`src/sv/segment_ellipse_intersect_top_assert.svh`:
```
// assertion macros for the segment/ellipse intersection block
`ifndef SEGMENT_ELLIPSE_INTERSECT_TOP_ASSERT_SVH
`define SEGMENT_ELLIPSE_INTERSECT_TOP_ASSERT_SVH

// same-cycle implication
`define SEI_ASSERT_SAME(lbl, clk, rst_n, ante, cons) \
    lbl: assert property (@(posedge clk) disable iff (!rst_n) (ante) |-> (cons)) \
        else $error("sei assertion failed");

// next-cycle implication
`define SEI_ASSERT_NEXT(lbl, clk, rst_n, ante, cons) \
    lbl: assert property (@(posedge clk) disable iff (!rst_n) (ante) |=> (cons)) \
        else $error("sei assertion failed");

`endif

```
`src/sv/sei_pkg.sv`:
```
`timescale 1ns / 1ps
// ----------------------------------------------------------------------------
// sei_pkg
// shared types and constants of the segment/ellipse intersection pipeline
// ----------------------------------------------------------------------------
package sei_pkg;

    // headroom above the product widths for the wide coefficient sums
    localparam int GUARD_BITS = 3;

    // control bits that travel with each item down the pipeline
    typedef struct packed {
        logic valid;
        logic rzero;
    } t_stage_ctl;

endpackage

```
`src/sv/sei_decide.sv`:
```
`timescale 1ns / 1ps
// ----------------------------------------------------------------------------
// sei_decide
// stage 5: root-in-[0,1] decision and the output register
// ----------------------------------------------------------------------------
module sei_decide #(
    parameter int COORD_BITS = 16
) (
    input  logic                i_clk,
    input  logic                i_rst_n,
    input  logic                i_en,
    input  sei_pkg::t_stage_ctl i_ctl,
    input  logic signed [4*COORD_BITS+sei_pkg::GUARD_BITS-1:0] i_a,
    input  logic signed [4*COORD_BITS+sei_pkg::GUARD_BITS-1:0] i_h,
    input  logic signed [4*COORD_BITS+sei_pkg::GUARD_BITS-1:0] i_c,
    input  logic signed [4*COORD_BITS+sei_pkg::GUARD_BITS-1:0] i_crsq,
    output logic                o_valid,
    output logic                o_hit
);
    import sei_pkg::*;

    localparam int W = 4 * COORD_BITS + GUARD_BITS;

    logic signed [W-1:0] w_f1, w_neg_h;
    logic                w_c_le0, w_c_ge0, w_f1_le0, w_f1_ge0;
    logic                w_straddle, w_tangent, w_hit;

    assign w_f1    = i_a + (i_h <<< 1) + i_c;
    assign w_neg_h = -i_h;

    assign w_c_le0  = i_c[W-1] || (i_c == '0);
    assign w_c_ge0  = !i_c[W-1];
    assign w_f1_le0 = w_f1[W-1] || (w_f1 == '0);
    assign w_f1_ge0 = !w_f1[W-1];

    // f changes sign or touches zero at an endpoint
    assign w_straddle = (w_c_le0 && w_f1_ge0) || (w_c_ge0 && w_f1_le0);

    // both ends outside: vertex inside (0,1) and discriminant >= 0,
    // where b^2 - 4ac >= 0 reduces to a >= cross^2
    assign w_tangent = !w_c_le0 && !w_f1_le0 && i_h[W-1]
                       && (w_neg_h < i_a) && (i_a >= i_crsq);

    assign w_hit = !i_ctl.rzero && (i_a != '0) && (w_straddle || w_tangent);

    always_ff @(posedge i_clk) begin
        if (!i_rst_n) begin
            o_valid <= 1'b0;
        end else if (i_en) begin
            o_valid <= i_ctl.valid;
        end
    end

    always_ff @(posedge i_clk) begin
        if (i_en) begin
            o_hit <= w_hit;
        end
    end
endmodule

```
`config.mk`:
```
export PLATFORM = sky130hd
export DESIGN_NAME = sei_decide
export DESIGN_NICKNAME = d
export VERILOG_FILES = /design/src/sv/segment_ellipse_intersect_top_assert.svh /design/src/sv/sei_pkg.sv /design/src/sv/sei_decide.sv
export SDC_FILE = /design/constraint.sdc
export NUM_CORES = 1
export LEC_CHECK = 0
export BUFFER_PORTS_ARGS = -buffer_cell sky130_fd_sc_hd__buf_2
export CAP_MARGIN = 20
export CORE_MARGIN = 2
export CORE_UTILIZATION = 30
export DETAILED_ROUTE_END_ITERATION = 16
export GPL_TIMING_DRIVEN = 0
export MAX_ROUTING_LAYER = met4
export PLACE_DENSITY = 0.58
export SLEW_MARGIN = 20
export SYNTH_ARGS = -nofsm -noshare
export SYNTH_HDL_FRONTEND = slang
export SYNTH_SLANG_ARGS = --single-unit
export TNS_END_PERCENT = 20
```
`constraint.sdc`:
```
create_clock -name i_clk -period 11.6 [get_ports i_clk]
set_clock_uncertainty 0.2 [all_clocks]
set_input_delay 2.32 -clock i_clk [delete_from_list [all_inputs] [get_ports i_clk]]
set_output_delay 2.32 -clock i_clk [all_outputs]
set_load 0.01 [all_outputs]
```
==> results of run 1 <==
==> power groups by stage <==
stage	Sequential, µW	Clock [µW]	Combinational, µW
finish	8.82	53.5	867
global placement	8.78	0	848
global route	8.87	55.6	975
CTS	8.83	53.9	861
detailed placement	8.89	0	855
floorplan	9.31	0	580
==> how the worst max path moves through the flow <==
| stage | to |
|---|---|
| final | o_hit$_DFFE_PP_ |
| after global routing | o_hit$_DFFE_PP_ |
| after CTS | o_hit$_DFFE_PP_ |
| after detailed placement | o_hit$_DFFE_PP_ |
| after global placement | o_hit$_DFFE_PP_ |
| after floorplan | o_hit$_DFFE_PP_ |
==> cells in the mapped netlist (14+ instances only) <==
| library cell | count | share of area |
|---|---|---|
| nand2_1 | 98 | 0.034 |
| nor2_1 | 88 | 0.031 |
| and4_1 | 14 | 0.011 |
| nand2b_1 | 18 | 0.011 |
| fa_1 | 66 | 0.12 |
| inv_1 | 152 | 0.053 |
| a21oi_1 | 134 | 0.063 |
| o211ai_1 | 14 | 0.0099 |
| a21o_1 | 40 | 0.028 |
| nor4_1 | 55 | 0.032 |
| a31oi_1 | 16 | 0.0094 |
| o21ai_0 | 98 | 0.046 |
| xor2_1 | 37 | 0.030 |
| nor3_1 | 44 | 0.021 |
| nand3_1 | 23 | 0.011 |
| clkbuf_1 | 36 | 0.013 |
| nand4_1 | 60 | 0.035 |
| nor2b_1 | 19 | 0.011 |
| ha_1 | 200 | 0.23 |
| xnor2_1 | 69 | 0.057 |
==> metal layers <==
layer	vias to the layer above	wire length (µm)	GRT usage
met3	34	2520	0.0256
met5	-	0	-
met1	5459	18200	0.285
met2	362	18600	0.363
li1	5918	-	-
met4	0	877	0.0402
==> per-stage QoR <==
step	hold slack (ns)	worst slack (ns)	utilization
after detailed placement	0.328	1.52	0.357
final	0.355	1.65	0.360
after global routing	0.404	1.28	0.360
after CTS	0.366	1.73	0.359
after global placement	0.298	1.58	0.357
after floorplan	0.338	3.35	-
==> registers in the layout, summed over array words and instances, names as in the netlist <==
register,count
o_valid,1
o_hit,1
==> layout make-up <==
type,instances,area [µm²],share of cell area
multi-input combinational,1265,9900,0.779
timing repair buffer,274,1370,0.108
tap,461,577,0.0454
inverter,153,574,0.0452
buffer,38,145,0.0114
clock buffer,4,78.8,0.00621
sequential,2,50.0,0.00394
antenna,4,10.0,0.000788
==> placed cells by master, fill, tap and decap left out, types with 4 or more instances in the layout <==
cell       Yosys  routed
a211oi_1      13      13
fa_1          66      66
nor3_1        44      44
nor4_1        55      55
diode_2        0       4
a31oi_1       16      16
o21bai_1       9       9
or3_1         11      11
mux2i_1        6       6
o31ai_1        6       6
a21o_1        40      40
clkbuf_1      36      37
and4_1        14      14
a21oi_1      134     134
or4_1         10      10
nand3_1       23      23
nor3b_1        4       4
nand4_1       60      60
a22oi_1        5       5
a21boi_0       6       6
buf_2          2     276
a211o_1        7       7
xor2_1        37      37
xnor2_1       69      69
o21ai_0       98      98
nand2_1       98      98
o2111ai_1      4       4
nor2_1        88      88
a31o_2         4       4
and3_1        13      13
or2_2          9       9
a2111oi_0      6       6
nand2b_1      18      18
inv_1        152     152
and2_1         9       9
nor2b_1       19      19
o21a_1        11      11
ha_1         200     200
o211ai_1      14      14
==> worst max-delay path, stage by stage <==
cell and delay, ns:
buf_2 0.14, or4_4 0.56, or3_4 0.37, or4_4 0.43
or3_1 0.49, or2_1 0.32, nor2_1 0.39, nand3_1 0.28
nor3_1 0.35, nand2b_1 0.21, nand2b_1 0.30, nor3_1 0.26
xnor2_1 0.10, ha_1 0.29, nand4_1 0.10, nor2_1 0.19
and4_1 0.31, nand2_1 0.20, or4_1 0.61, o22ai_1 0.52
o21bai_1 0.11, a211oi_1 0.49, o311ai_0 0.21, o31ai_1 0.17
==> kinds of logic (layout without fill, tap and decap cells) <==
kind of cell             after synthesis  count (layout)  share of synthesized area
flip-flops                             2               2                    0.00469
XOR/XNOR                             106             106                     0.0870
other                                  0               4                          0
AND/OR/NAND/NOR                      489             489                      0.246
AO/OA/AOI/OAI                        397             397                      0.229
multiplexers                           7               7                    0.00669
adder cells (fa/ha/maj)              266             266                      0.358
buffers and inverters                191             469                     0.0674
==> results.md, run 1 <==
* Outcome: completed
* Clock Sinks at 2
* Most used flip-flop cell after synthesis: edfxtp_1
* Post-CTS Hold Fix Bufs at 0
* Number of antenna-violating nets in the routed design at 0
* Post-route setup TNS at 0 ns
* Clock network fraction of total power at 0.058
* Post-synthesis sequential area ratio at 0.00469
* Unique cell type count in the Yosys netlist at 64
* Arrival time at the worst endpoint at around 9.7 ns
* Switching power at roughly 540 µW
* Endpoint class of the critical path: flip-flop
* I/O Pins at 275
* Routability cong. at around 0.97
* Startpoint of the worst register-to-register path: o_valid$_SDFFE_PN0P_
* Max Cap Viol at 0
* Max rail drop VDD at ~0.082 mV
* Vias per cell at 5.35
* Worst-case reg-to-reg path depth at 2
* Initial antenna violation count at 3
* Internal power component at between 300 and 400 µW
* Number of flops mapped to enable cells by yosys at 1
* Dpl hpwl at 36,300 µm
* Maximum buffer depth of the clock tree at 2
* Sort of element at the start of the critical path: input pin
* Worst-Skew Late Latency at approximately 0.22 ns
* Largest net degree at the start of global routing at 11
* Startpoint of the lowest-slack hold path: o_valid$_SDFFE_PN0P_
* # fillers at 3,860
* TritonCTS clock tree: done
* Placeable core region at approximately 35,000 µm²
* Number of buffers added by the clock tree synthesis step at 3
* Number of instances on the worst hold path at 2
* Total wire length at roughly 40,000 µm
* Final design area excluding fillers at around 13,000 µm²
* Vias in the first global route at roughly 11,000
* Die ar. at 37,100 µm²
* Resized Gates After CTS at 0
* Flop pwr share at 0.009
* Cell total after placement at between 2,000 and 2,500
* Placement row count at 69
* Highest Clock Rate at just over 0.1 GHz
* Die span in y at between 150 and 200 µm
* Final max-slew violation count at 0
* NumNets Final at roughly 2,300
* Flop and latch count out of synthesis at 2
* Required time of the critical path at between 10 and 15 ns
* WL/cell at between 15 and 20 µm
* CTS Root Buffer Type: clkbuf_16
* Syn_nets at approximately 2,000
* Slack of the worst reg-to-reg path at roughly 11 ns
* Warning count from the yosys run at 0
* Endpoint of the most critical register-to-register path: o_valid$_SDFFE_PN0P_
* Fraction of layout cells with a size suffix above 1 at 0.175
* Worst-path fanout max at 6
* Switching portion of total power at 0.584
* Number of endpoints with negative hold slack in the final report at 0
* Post-synthesis area per instance at approximately 7.3 µm²
* Htree depth at 1
* Minimum clock period at 9.95 ns
* Number of buffers inserted to repair setup after CTS at 0
* Iteration-0 DRC Markers at approximately 600
* Number of port buffers at 274
* Wire length of the first global-routing pass at about 62,000 µm
* GR Overflow Total at 0
* Gr usage total at 0.218
* Setup repair after global routing missed its margin: false
* Total number of vias at roughly 12,000
* Proportion of power drawn by combinational gates at 0.933
* Ratio of final minimum period to clock period at 0.858
* Final standard cell count with taps included and fillers excluded at approximately 2,200
* First-pass detailed-route iteration total at 5
* Width of the die at slightly below 200 µm
* Static Leak at roughly 0.0059 µW
* Instance count of the mapped netlist at 1,458
* Hold EP: o_valid$_SDFFE_PN0P_
* Effective utilization at floorplan at 0.302
* DRC errors left at 0
* Class of the worst hold path: flip-flop to flip-flop
* CP Launch Point: i_h[14]
* Post-Syn Area at 10,700 µm²
* Clock input transition at the sequential cells of the worst setup and hold paths at 0.03 ns
* Total cell area at the placement stage at about 13,000 µm²
* Relative slew margins at 0.331
* Start-to-end type of the worst setup path: input pin to flip-flop
* Final total power at roughly 930 µW
* Power per cell area at around 73 nW/µm²
* Signed area change from the synthesized netlist to the final layout at 19.1%
* Final Setup Violations at 0
* Worst slew pin tran at roughly 0.98 ns
* Async set-or-reset flop fraction in the synthesized netlist at 0
Note: power is estimated with default switching activity, not from simulation.
==> inputs of run 2 (changes only) <==
CORE_ASPECT_RATIO = 1.4   (was not set)
RECOVER_POWER = 100   (was not set)
==> results.md, run 2 (synthesis gave the netlist of run 1 again) <==
* Fin worst setup slack at 1.77 ns (was 1.65 ns)
* WL/cell at 22.0 µm (was 18.2 µm)
* Registers with the most flip-flops: o_hit (1), o_valid (1) (unchanged)
* Highest Clock Rate at 0.102 GHz (was 0.101 GHz)
* Flop pwr share at 0.009 (about the same)
* Clock Sinks at 2 (unchanged)
* Endpoint class of the critical path: flip-flop (unchanged)
* Top library cells by usage in the layout, fill and taps aside: buf_2 (273), ha_1 (200), inv_1 (152), a21oi_1 (134) (was buf_2 (276), ha_1 (200), inv_1 (152), a21oi_1 (134))
* Switching portion of total power at 0.596 (was 0.584)
* Endpoint of the most critical register-to-register path: o_valid$_SDFFE_PN0P_ (unchanged)
* Initial antenna violation count at 14 (was 3)
* Effective utilization at floorplan at 0.305 (was 0.302)
* Post-route setup TNS at 0 ns (unchanged)
* Required time of the critical path at 11.40 ns (was 11.37 ns)
* Ratio of final minimum period to clock period at 0.848 (was 0.858)
* Worst-Skew Late Latency at 0.22 ns (about the same)
* Number of antenna-violating nets in the routed design at 0 (unchanged)
* Vias in the first global route at 12,500 (was 11,400)
* DRC errors left at 0 (unchanged)
* Gr usage total at 0.263 (was 0.218)
* Routability cong. at 1.04 (was 0.966)
* Final max-slew violation count at 0 (unchanged)
* Number of buffers added by the clock tree synthesis step at 3 (unchanged)
* Worst slew pin tran at 1.19 ns (was 0.978 ns)
* Clock input transition at the sequential cells of the worst setup and hold paths at 0.03 ns (about the same)
* Total number of vias at 12,300 (was 11,800)
* Worst-case reg-to-reg path depth at 2 (unchanged)
* Max Cap Viol at 0 (unchanged)
* Utilization after layout at 0.364 (was 0.360)
* Max rail drop VDD at 0.0766 mV (was 0.0817 mV)
* Startpoint of the worst register-to-register path: o_valid$_SDFFE_PN0P_ (unchanged)
* Switching power at 575 µW (was 543 µW)
* Number of port buffers at 274 (unchanged)
* Iteration-0 DRC Markers at 649 (was 609)
* Proportion of power drawn by combinational gates at 0.935 (was 0.933)
* Total cell area at the placement stage at 12,600 µm² (about the same)
* Post-CTS Hold Fix Bufs at 0 (unchanged)
* GR Overflow Total at 0 (unchanged)
* Die span in y at 227 µm (was 193 µm)
* Largest net degree at the start of global routing at 11 (unchanged)
* Placeable core region at 35,000 µm² (was 35,300 µm²)
* Setup slack after placement at 1.64 ns (was 1.52 ns)
* Total wire length at 48,700 µm (was 40,100 µm)
* Resized Gates After CTS at 0 (unchanged)
* Final design area excluding fillers at 12,700 µm² (about the same)
* NumNets Final at 2,276 (unchanged)
* Htree depth at 1 (unchanged)
* Start-to-end type of the worst setup path: input pin to flip-flop (unchanged)
* Cell total after placement at 2,188 (was 2,193)
* Maximum buffer depth of the clock tree at 2 (unchanged)
* Number of buffers inserted to repair setup after CTS at 0 (unchanged)
* Setup repair after global routing missed its margin: false (unchanged)
* TritonCTS clock tree: done (unchanged)
* Vias per cell at 5.58 (was 5.35)
* Static Leak at 0.00590 µW (was 0.00591 µW)
* First-pass detailed-route iteration total at 5 (unchanged)
* Width of the die at 163 µm (was 193 µm)
* Outcome: completed (unchanged)
* CP Launch Point: i_h[14] (unchanged)
* Fraction of layout cells with a size suffix above 1 at 0.173 (was 0.175)
* Power per cell area at 75.8 nW/µm² (was 73.2 nW/µm²)
* Final standard cell count with taps included and fillers excluded at 2,208 (was 2,201)
* I/O Pins at 275 (unchanged)
* Internal power component at 390 µW (was 387 µW)
* Placement row count at 81 (was 69)
* CTS Root Buffer Type: clkbuf_16 (unchanged)
* Wire length of the first global-routing pass at 72,100 µm (was 61,900 µm)
* Sort of element at the start of the critical path: input pin (unchanged)
* Clock network fraction of total power at 0.056 (was 0.058)
* Leading cell type in the layout, fill and taps excluded: buf_2 (unchanged)
* Worst-path fanout max at 6 (unchanged)
* Number of endpoints with negative hold slack in the final report at 0 (unchanged)
* Relative slew margins at 0.197 (was 0.331)
* Minimum clock period at 9.83 ns (was 9.95 ns)
* Slack of the worst reg-to-reg path at 10.78 ns (about the same)
* Die ar. at 37,100 µm² (about the same)
* Arrival time at the worst endpoint at 9.63 ns (was 9.72 ns)
* Class of the worst hold path: flip-flop to flip-flop (unchanged)
* Dpl hpwl at 44,200 µm (was 36,300 µm)
* Endpoint of the worst setup timing path: o_hit$_DFFE_PP_ (unchanged)
* Final Setup Violations at 0 (unchanged)
* Signed area change from the synthesized netlist to the final layout at 19.3% (was 19.1%)
==> run 2: changes by cell type in the layout (fill, tap and decap cells not counted) <==
cell,previous run,this run
or2_1,1,0
buf_2,276,273
or2_0,0,1
clkbuf_1,37,40
diode_2,4,16
==> run 2: through the flow <==
step / power [µW] / hold slack (ns)
after CTS: 955 / 0.343
after floorplan: 589 / 0.338
final: 965 / 0.359
after global routing: 1060 / 0.388
after detailed placement: 894 / 0.333
after global placement: 886 / 0.294
==> run 2: critical path, stage by stage <==
cell	delay [ns]
buf_2	0.16
or4_4	0.56
or3_4	0.36
or4_4	0.43
or3_1	0.46
or2_0	0.32
nor2_1	0.30
nand3_1	0.21
nor3_1	0.38
nand2b_1	0.27
nand2b_1	0.33
nor3_1	0.27
xnor2_1	0.14
ha_1	0.31
nand4_1	0.09
nor2_1	0.29
and4_1	0.37
nand2_1	0.17
or4_1	0.56
o22ai_1	0.32
o21bai_1	0.11
a211oi_1	0.47
o311ai_0	0.23
o31ai_1	0.19
==> run 2: how the worst min path moves through the flow <==
stage          slack, ns  depth (start not counted)                 start                    to
6_report            0.36                          2  o_valid$_SDFFE_PN0P_  o_valid$_SDFFE_PN0P_
4_1_cts             0.34                          2  o_valid$_SDFFE_PN0P_  o_valid$_SDFFE_PN0P_
3_3_place_gp        0.29                          2  o_valid$_SDFFE_PN0P_  o_valid$_SDFFE_PN0P_
5_1_grt             0.39                          2  o_valid$_SDFFE_PN0P_  o_valid$_SDFFE_PN0P_
2_1_floorplan       0.34                          2  o_valid$_SDFFE_PN0P_  o_valid$_SDFFE_PN0P_
3_5_place_dp        0.33                          2  o_valid$_SDFFE_PN0P_  o_valid$_SDFFE_PN0P_
==> run 2: power groups by stage <==
stage	registers, µW	logic, µW	clock network [µW]
after floorplan	9.31	580	0
after CTS	8.75	892	54.1
after global routing	8.81	998	55.1
final	8.81	902	53.7
after global placement	8.81	878	0
after detailed placement	8.84	885	0
==> run 2: layout make-up <==
cell class	count	area, µm²
diodes	16	40.0
plain buffers	38	145
clock buffers	4	78.8
fillers	3859	22200
inverters	153	574
multi-input cells	1265	9900
flip-flops and latches	2	50.0
well taps	456	571
repair buffers	274	1370
==> run 2: metal layers <==
metal / GRT usage / routed length [µm] / up-vias
li1: - / - / 5948
met4: 0.107 / 2380 / 0
met5: - / 0 / -
met1: 0.279 / 18600 / 5810
met2: 0.483 / 24500 / 467
met3: 0.0408 / 3140 / 87
==> inputs of run 3 (changes only) <==
ABC_AREA = 1   (was not set)
PLACE_DENSITY = 0.59   (was 0.58)
clock period = 8.25 ns   (was 11.6 ns; I/O delays follow)
==> results.md, run 3 <==
* Arrival time at the worst endpoint at 7.19 ns (was 9.63 ns)
* Post-route setup TNS at 0 ns (unchanged)
* Hold EP: o_valid$_SDFFE_PN0P_ (unchanged)
* Class of the worst hold path: flip-flop to flip-flop (unchanged)
* Gr usage total at 0.237 (was 0.263)
* Vias in the first global route at 15,100 (was 12,500)
* Slowest cell delay on critical path at 0.75 ns (was 0.56 ns)
* Most used flip-flop cell after synthesis: edfxtp_1 (unchanged)
* Die span in y at 250 µm (was 227 µm)
* Number of endpoints with negative hold slack in the final report at 0 (unchanged)
* Worst-path fanout max at 4 (was 6)
* Effective utilization at floorplan at 0.303 (was 0.305)
* Width of the die at 180 µm (was 163 µm)
* Die ar. at 45,000 µm² (was 37,100 µm²)
* Number of port buffers at 274 (unchanged)
* Number of buffer and inverter instances along the worst setup path at 6 (was 1)
* Sort of element at the start of the critical path: input pin (unchanged)
* Highest Clock Rate at 0.135 GHz
* Minimum clock period at 7.41 ns
* Start-to-end type of the worst setup path: input pin to flip-flop (unchanged)
* Worst-Skew Late Latency at 0.22 ns (about the same)
* Max Cap Viol at 0 (unchanged)
* CTS Root Buffer Type: clkbuf_16 (unchanged)
* Clock Sinks at 2 (unchanged)
* I/O Pins at 275 (unchanged)
* Cell taking the most area after synthesis: ha_1 (unchanged)
* Post-synthesis area per instance at 5.67 µm² (was 7.32 µm²)
* Iteration-0 DRC Markers at 726 (was 649)
* Total cell area at the placement stage at 15,100 µm² (was 12,600 µm²)
* Sum of routed wire segments on met1 at 20,900 µm (was 18,600 µm)
* Clock input transition at the sequential cells of the worst setup and hold paths at 0.03 ns (about the same)
* Power per cell area at 100 nW/µm² (was 75.8 nW/µm²)
* Async set-or-reset flop fraction in the synthesized netlist at 0 (unchanged)
* TritonCTS clock tree: done (unchanged)
* Warning count from the yosys run at 0 (unchanged)
* Post-Syn Area at 13,000 µm² (was 10,700 µm²)
* NumNets Final at 3,110 (was 2,276)
* WL/cell at 17.1 µm (was 22.0 µm)
* Largest net degree at the start of global routing at 8 (was 11)
* Highest routed layer: met4 (unchanged)
* Placeable core region at 42,900 µm² (was 35,000 µm²)
* Number of antenna-violating nets in the routed design at 0 (unchanged)
* Clock network fraction of total power at 0.050 (was 0.056)
* Unique cell type count in the Yosys netlist at 44 (was 64)
* DRC errors left at 0 (unchanged)
* Flop and latch count out of synthesis at 2 (unchanged)
* Met3 Wirelength at 1780 µm (was 3140 µm)
* Startpoint of the worst register-to-register path: o_valid$_SDFFE_PN0P_ (unchanged)
* Relative slew margins at 0.299 (was 0.197)
* Number of buffers inserted to repair setup after CTS at 0 (unchanged)
* Vias per cell at 4.84 (was 5.58)
* Wire length of the first global-routing pass at 81,400 µm (was 72,100 µm)
* Instance count of the mapped netlist at 2,292 (was 1,458)
* Number of buffers added by the clock tree synthesis step at 3 (unchanged)
* Resized Gates After CTS at 0 (unchanged)
* WL met2 at 27,900 µm (was 24,500 µm)
* Syn_nets at 2,831 (was 1,997)
* Ranking of synthesized cells by area: ha_1 (19%), nand2_1 (19%), inv_1 (16%), fa_1 (10%), nor2_1 (6.2%) (was ha_1 (23%), fa_1 (12%), a21oi_1 (6.3%), xnor2_1 (5.7%), inv_1 (5.3%))
* Area of all sequential standard cells at 50.0 µm² (unchanged)
* Dpl hpwl at 49,400 µm (was 44,200 µm)
* # fillers at 4,909 (was 3,859)
* Flop pwr share at 0.008 (was 0.009)
* Total number of vias at 15,100 (was 12,300)
* Worst path top cell family by delay: simple AND/OR/NAND/NOR gates (unchanged)
* Registers with the most flip-flops: o_hit (1), o_valid (1) (unchanged)
* Htree depth at 1 (unchanged)
* Worst-case reg-to-reg path depth at 2 (unchanged)
* Startpoint of the lowest-slack hold path: o_valid$_SDFFE_PN0P_ (unchanged)
* Top library cells by usage in the layout, fill and taps aside: nand2_1 (652), inv_1 (538), buf_2 (271), nor2_1 (214), ha_1 (200) (was buf_2 (273), ha_1 (200), inv_1 (152), a21oi_1 (134))
* Placement row count at 90 (was 81)
* Total wire length at 53,300 µm (was 48,700 µm)
* Proportion of netlist area held by the largest area contributor at 0.193 (was 0.235)
* Most common cell in the netlist: nand2_1 (was ha_1)
* Switching power at 957 µW (was 575 µW)
* Final Setup Violations at 0 (unchanged)
* Commonest cells post-synth: nand2_1 (652), inv_1 (538), nor2_1 (213) (was ha_1 (200), inv_1 (152), a21oi_1 (134))
* Critical path's slowest cell: nor3_1 (was or4_4)
* Area of the multi-input gates at 10,900 µm² (was 9900 µm²)
* Signed area change from the synthesized netlist to the final layout at 16.5% (was 19.3%)
* GR Overflow Total at 0 (unchanged)
* Ratio of final minimum period to clock period at 0.898
* Slack of the worst reg-to-reg path at 7.41 ns (was 10.78 ns)
* Internal power component at 556 µW (was 390 µW)
* Proportion of power drawn by combinational gates at 0.942 (was 0.935)
* Endpoint of the most critical register-to-register path: o_valid$_SDFFE_PN0P_ (unchanged)
* Outcome: completed (unchanged)
* Fraction of layout cells with a size suffix above 1 at 0.124 (was 0.173)
* Switching portion of total power at 0.633 (was 0.596)
* Routability cong. at 0.956 (was 1.04)
* Max rail drop VDD at 0.131 mV (was 0.0766 mV)
* Number of flops mapped to enable cells by yosys at 1 (unchanged)
* First-pass detailed-route iteration total at 5 (unchanged)
* Post-synthesis sequential area ratio at 0.00385 (was 0.00469)
* Final design area excluding fillers at 15,100 µm² (was 12,700 µm²)
* Worst slew pin tran at 1.04 ns (was 1.19 ns)
* Static Leak at 0.00893 µW (was 0.00590 µW)
* Post-CTS Hold Fix Bufs at 0 (unchanged)
* Required time of the critical path at 8.03 ns (was 11.40 ns)
* Maximum buffer depth of the clock tree at 2 (unchanged)
* Setup repair after global routing missed its margin: false (unchanged)
* Number of instances on the worst hold path at 2 (unchanged)
* Initial antenna violation count at 4 (was 14)
* Logic depth of the worst path, buffers included at 30 (was 24)
* Endpoint class of the critical path: flip-flop (unchanged)
* Final max-slew violation count at 0 (unchanged)
* Leading cell type in the layout, fill and taps excluded: nand2_1 (was buf_2)
run 3: area by class of cell:
| type | instances | share of cell area |
|---|---|---|
| multi-input combinational | 1744 | 0.718 |
| inverter | 546 | 0.137 |
| timing repair buffer | 274 | 0.0904 |
| tap | 552 | 0.0457 |
| clock buffer | 4 | 0.00521 |
| sequential | 2 | 0.00331 |
| antenna | 3 | 0.000496 |
run 3: per-layer routing:
metal | vias to the layer above | global-route usage
met3 | 106 | 0.00843
met2 | 454 | 0.457
li1 | 7796 | -
met5 | - | -
met4 | 0 | 0.0983
met1 | 6771 | 0.251
run 3: worst max path at each step:
stage | startpoint | end | slack (ns)
2_1_floorplan | i_h[0] | o_hit$_DFFE_PP_ | 2.70
3_3_place_gp | i_h[0] | o_hit$_DFFE_PP_ | 0.88
3_5_place_dp | i_h[0] | o_hit$_DFFE_PP_ | 0.86
4_1_cts | i_h[0] | o_hit$_DFFE_PP_ | 1.08
5_1_grt | i_h[0] | o_hit$_DFFE_PP_ | 0.51
6_report | i_h[0] | o_hit$_DFFE_PP_ | 0.84
run 3: logic make-up (layout without fill, tap and decap cells):
kind of cell | count (synthesis) | count (layout) | synth area share
compound gates | 230 | 230 | 0.0951
xor+xnor | 77 | 77 | 0.0519
fa+ha+maj | 266 | 266 | 0.294
buf+inv | 546 | 824 | 0.160
flops | 2 | 2 | 0.00385
other cells | 0 | 3 | 0
simple gates | 1171 | 1171 | 0.395
run 3: power groups by stage:
| stage | Combinational, µW | Sequential (µW) | Clock (µW) |
|---|---|---|---|
| after floorplan | 914 | 13.3 | 0 |
| after global placement | 1410 | 12.5 | 0 |
| after detailed placement | 1430 | 12.6 | 0 |
| after CTS | 1430 | 12.5 | 77.4 |
| after global routing | 1610 | 12.7 | 78.4 |
| final | 1420 | 12.5 | 75.6 |
run 3: tightest hold or removal path, stage by stage, from the launching register on:
cell	delay (ns)
dfxtp_1	0.32
o21ai_0	0.09
a21oi_1	0.10
run 3: per-stage QoR:
step	hold WS [ns]	power, µW	setup slack [ns]	instances	util
2_1_floorplan	0.355	927	2.70	2292	-
3_3_place_gp	0.315	1420	0.884	3118	0.351
3_5_place_dp	0.351	1440	0.864	3118	0.351
4_1_cts	0.361	1520	1.08	3122	0.353
5_1_grt	0.410	1700	0.515	3125	0.353
6_report	0.354	1510	0.838	3125	0.353
